**config.mk**
```make
export PLATFORM = sky130hd
export DESIGN_NAME = roqfs_ctrl
export DESIGN_NICKNAME = d
export VERILOG_FILES = /design/src/rtl/core/roqfs_pkg.sv /design/src/rtl/core/roqfs_ctrl.sv
export SDC_FILE = /design/constraint.sdc
export NUM_CORES = 1
export LEC_CHECK = 0
export BUFFER_PORTS_ARGS = -buffer_cell sky130_fd_sc_hd__buf_2
export CORE_AREA = 3 3 40 42
export CTS_CLUSTER_SIZE = 20
export DETAILED_ROUTE_END_ITERATION = 10
export DIE_AREA = 0 0 43 45
export PLACE_DENSITY = 0.6
export SETUP_SLACK_MARGIN = 0.3
export SLEW_MARGIN = 20
export SYNTH_ARGS = -nofsm -noshare
export SYNTH_HDL_FRONTEND = slang
export SYNTH_SLANG_ARGS = --single-unit
export TNS_END_PERCENT = 100
```
**constraint.sdc**
```tcl
create_clock -name clk -period 1.9 [get_ports clk]
set_clock_uncertainty 0.05 [all_clocks]
set_input_delay 0.38 -clock clk [delete_from_list [all_inputs] [get_ports clk]]
set_output_delay 0.38 -clock clk [all_outputs]
set_load 0.03 [all_outputs]
```
**src/rtl/core/roqfs_pkg.sv**
```systemverilog
// Shared types and constants for the resting order queue fill simulator.
package roqfs_pkg;

  localparam logic [1:0] OP_PLACE  = 2'd0;
  localparam logic [1:0] OP_CANCEL = 2'd1;
  localparam logic [1:0] OP_TRADE  = 2'd2;

  localparam logic CFG_TAKER = 1'b0;
  localparam logic CFG_MAKER = 1'b1;

  localparam logic [33:0] POS_MAX = {1'b0, {33{1'b1}}};
  localparam logic [33:0] POS_MIN = {1'b1, {33{1'b0}}};
  localparam logic [62:0] VOL_MAX = {63{1'b1}};
  localparam logic [63:0] CASH_MAX = {1'b0, {63{1'b1}}};
  localparam logic [63:0] CASH_MIN = {1'b1, {63{1'b0}}};

  // controller -> datapath commands
  typedef struct packed {
    logic load;       // capture input request, run decision
    logic fill_mul;   // start notional multiply for pending fill
    logic fee_lo;     // fee partial product, low half
    logic fee_hi;     // fee partial product, high half, combine
    logic commit;     // update accounts and load output register
    logic last;       // last flag for the committed fill
  } dp_cmd_t;

  // datapath -> controller status
  typedef struct packed {
    logic fill_pend;  // a fill is queued
    logic more;       // another fill may follow (sell side after buy)
  } dp_sts_t;

endpackage

```
**src/rtl/core/roqfs_ctrl.sv**
```systemverilog
// Controller: sequences capture, multiplies and result delivery.
module roqfs_ctrl (
  input  logic               clk,
  input  logic               rst_n,
  input  logic               in_valid,
  output logic               in_ready,
  output logic               out_valid,
  input  logic               out_ready,
  output logic               out_load,
  input  roqfs_pkg::dp_sts_t sts,
  output roqfs_pkg::dp_cmd_t cmd
);
  import roqfs_pkg::*;

  typedef enum logic [5:0] {
    S_IDLE = 6'b000001,
    S_EVAL = 6'b000010,
    S_MUL  = 6'b000100,
    S_FLO  = 6'b001000,
    S_FHI  = 6'b010000,
    S_COM  = 6'b100000
  } state_t;

  state_t state_r, state_nxt;
  logic   ov_r, ov_nxt;
  logic   can_out;

  // output register can take a new result when empty or draining
  assign can_out = !ov_r || out_ready;
  assign in_ready = (state_r == S_IDLE);
  assign out_valid = ov_r;

  always_comb begin
    state_nxt = state_r;
    cmd = '0;
    ov_nxt = ov_r && !out_ready;
    out_load = 1'b0;
    case (state_r)
      S_IDLE: if (in_valid) begin
        cmd.load = 1'b1; state_nxt = S_EVAL;
      end
      S_EVAL: begin
        if (sts.fill_pend) state_nxt = S_MUL;
        else if (!sts.more) state_nxt = S_IDLE;
      end
      S_MUL: begin cmd.fill_mul = 1'b1; state_nxt = S_FLO; end
      S_FLO: begin cmd.fee_lo = 1'b1; state_nxt = S_FHI; end
      S_FHI: begin cmd.fee_hi = 1'b1; state_nxt = S_COM; end
      S_COM: if (can_out) begin
        cmd.commit = 1'b1; cmd.last = !sts.more; out_load = 1'b1; ov_nxt = 1'b1;
        state_nxt = sts.more ? S_EVAL : S_IDLE;
      end
      default: state_nxt = S_IDLE;
    endcase
  end

  always_ff @(posedge clk) begin
    if (!rst_n) begin
      state_r <= S_IDLE; ov_r <= 1'b0;
    end else begin
      state_r <= state_nxt; ov_r <= ov_nxt;
    end
  end
endmodule

```
==> impl_results.md <==
- Status: finished, violations left
- Violated checks: setup timing
- EDFF count, synth: 0
- Clk network pwr share: 23.4%
- Crit Path Category: register to output pin
- Worst EP arrival: 1.57 ns
- Synth Register Bits: 7
- Share of the synthesized area in the top cell type: 32.09%
- ANT cells: 0
- Final WS setup: -0.09735 ns
- Die area: 1935 um2
- Commonest cells after routing, fill and taps aside: buf_6, buf_4, buf_2, nor2b_1
- Drt initial violations: 7
- Synthesized cell area: 436.7 um2
- Max Cap Viol: 0
- Routed WL: 1244 um
- Mapped Nets: 54
- Num CTS Buffers: 3
- Hold_buf cts: 0
- Worst setup SP type: register
- Crit path max-delay cell type: or4_4
- Switching Power: 197.3 uW
- Nets@finish: 84
- CP max FO: 4
- Root Buffer: clkbuf_4
- Sw frac: 33.55%
- Power Density: 753.2 nW/um2
- Internal power: 390.8 uW
- Drt pass-1 iters: 4
- First-pass GRT wire length: 2001 um
- Syn_area_per_cell: 9.097 um2
- Tcrit/Tclk final: 105.1%
- DR vias/cell: 5.293
- Post-Layout Cell Count: 92
- Max Freq: 500.7 MHz
- # IOs: 15
- Area leader, netlist: dfxtp_1
- ANT nets after route: 0
- Clock slew at reported path FFs: 0.05 ns
- Main synth FF type: dfxtp_1
- DP HPWL: 832.8 um
- Combinational share of power: 46.4%
- Layout Area Growth over Synthesis: 78.80%
- Die width: 43 um
- RSZ-0062 raised after global routing: yes
- Fin. max-slew vios: 0
- CP max stage delay: 0.58 ns
- Clock Latency Late Sink: 0.25 ns
- Rows: 13
- Wirelength per Cell: 13.52 um
- Crit path cell chain: or4_4 > nor3b_4 > buf_6
- CP delay by family, top: simple AND/OR/NAND/NOR gates
- Max_slew headroom: 64.52%
- CTS tree: done
- DR vias: 487
- Gpl congestion: 0.7663
- WP data required: 1.47 ns
- Vias in the first global route: 462
- Largest net degree at the start of global routing: 7
- Dpl cells: 77
- DP Worst Slack: 0.1260 ns
- Seq/Total Area, Yosys: 32.09%
- Area occupied by multi-input gates: 359.1 um2
- Syn. warnings: 0
- All-Layer GR Usage: 13.83%
- Flop pwr share: 30.1%
- WP buf/inv: 1
- Fill count: 103
- H-tree levels: 1
- Synth Instances: 48
- Overflow after GRT: 0
- IO buf count: 14
- FFs w/ async S/R, synth: 0%
- Clk sink count: 7
- Starting Density: 33.98%
- FF/Latch Area: 151.4 um2
- Fin. Hold Viols: 0
- Core ar.: 1285 um2
- CP endpoint kind: output pin
- HP Class: primary input to register
- Synth cell types: 29
- Fraction of layout cells with a size suffix above 1: 64.94%
- Final setup fails: 5
- Initial antenna violation count: 0
- Lkg Pwr: 0.0003293 uW
- CTS Buffer Depth: 2
- Drt drc: 0
- Height of the die: 45 um
- Peak supply drop: 0.0005531 V
- Area contributors post-synth: dfxtp_1, and4_1, nor2b_1
- Worst-Margin Slew: 0.5311 ns
- Fin crit period: 1.997 ns
-- state kept, by name, summed over array words and instances, names as in the netlist --
register and flops:
out_valid 1, state_r 6
-- worst paths after layout --
check / from / to / slack [ns] / cells past startpoint
worst max-delay path: state_r[0] / cmd[4] / -0.1 / 3
worst min-delay path: sts[1] / state_r[2] / 0.35 / 2
worst max register to register: state_r[4] / state_r[3] / 0.19 / 4
worst min register to register: state_r[3] / state_r[2] / 0.62 / 2
-- worst register-to-register path, delay by kind of cell, from the launching register on --
kind                   cells  cell delay (ns)
and+or+nand+nor            2             0.76
DFF                        1             0.34
AOI/OAI and AO/OA          1             0.27
buffers and inverters      1             0.17
-- Yosys cell counts (all sizes together), types with 2 or more instances --
library cell  number
nand2              3
inv                2
and4               3
a21boi             2
nor2b              4
nor3b              2
nor2               3
a21oi              3
o21ai              2
dfxtp              7
-- cell families (layout without fill, tap and decap cells) --
group / count (synthesis) / count (layout) / share of synthesized area, %
and+or+nand+nor: 25 / 25 / 42.12
DFF: 7 / 7 / 32.09
AOI/OAI and AO/OA: 13 / 13 / 22.35
buffers and inverters: 3 / 32 / 3.440
-- power by group through the flow --
stage / registers [uW] / clock network, uW / logic [uW]
2_1_floorplan: 174 / 0 / 123
3_3_place_gp: 177 / 0 / 163
3_5_place_dp: 177 / 0 / 161
4_1_cts: 175 / 138 / 215
5_1_grt: 180 / 149 / 289
6_report: 177 / 138 / 273
-- final cells by class --
| class | instances | share of cell area [%] |
|---|---|---|
| tap | 15 | 2.404 |
| sequential | 7 | 19.39 |
| timing repair buffer | 26 | 27.88 |
| multi-input combinational | 38 | 45.99 |
| clock buffer | 4 | 3.365 |
| inverter | 2 | 0.9615 |
-- metrics by stage --
stage | hold WS, ns | cell area [um2] | total power [uW] | TNS [ns] | utilization, %
after global routing | 0.3556 | 780.7 | 617.2 | -0.7249 | 60.76
after detailed placement | 0.5497 | 570.5 | 338.5 | 0 | 44.40
after floorplan | 0.4582 | 481.7 | 296.1 | 0 | -
after CTS | 0.3525 | 706.9 | 527.6 | -0.2212 | 55.01
after global placement | 0.5507 | 570.5 | 339.8 | 0 | 44.40
final | 0.3481 | 780.7 | 588.0 | -0.3212 | 60.76
-- what timing repair did --
action,in CTS,in global routing
buffers inserted,7,4
pin swaps,6,6
setup endpoints to repair,8,13
resized for setup,21,11
-- metal layers --
| layer | track usage (%) | vias to the layer above | wire (um) |
|---|---|---|---|
| met5 | 0 | - | 0 |
| met3 | 2.789 | 6 | 45 |
| met4 | 9.639 | 0 | 44 |
| met1 | 18.12 | 222 | 590 |
| li1 | - | 242 | - |
| met2 | 20.36 | 17 | 562 |
No activity file was read; power rests on OpenSTA's default activity.
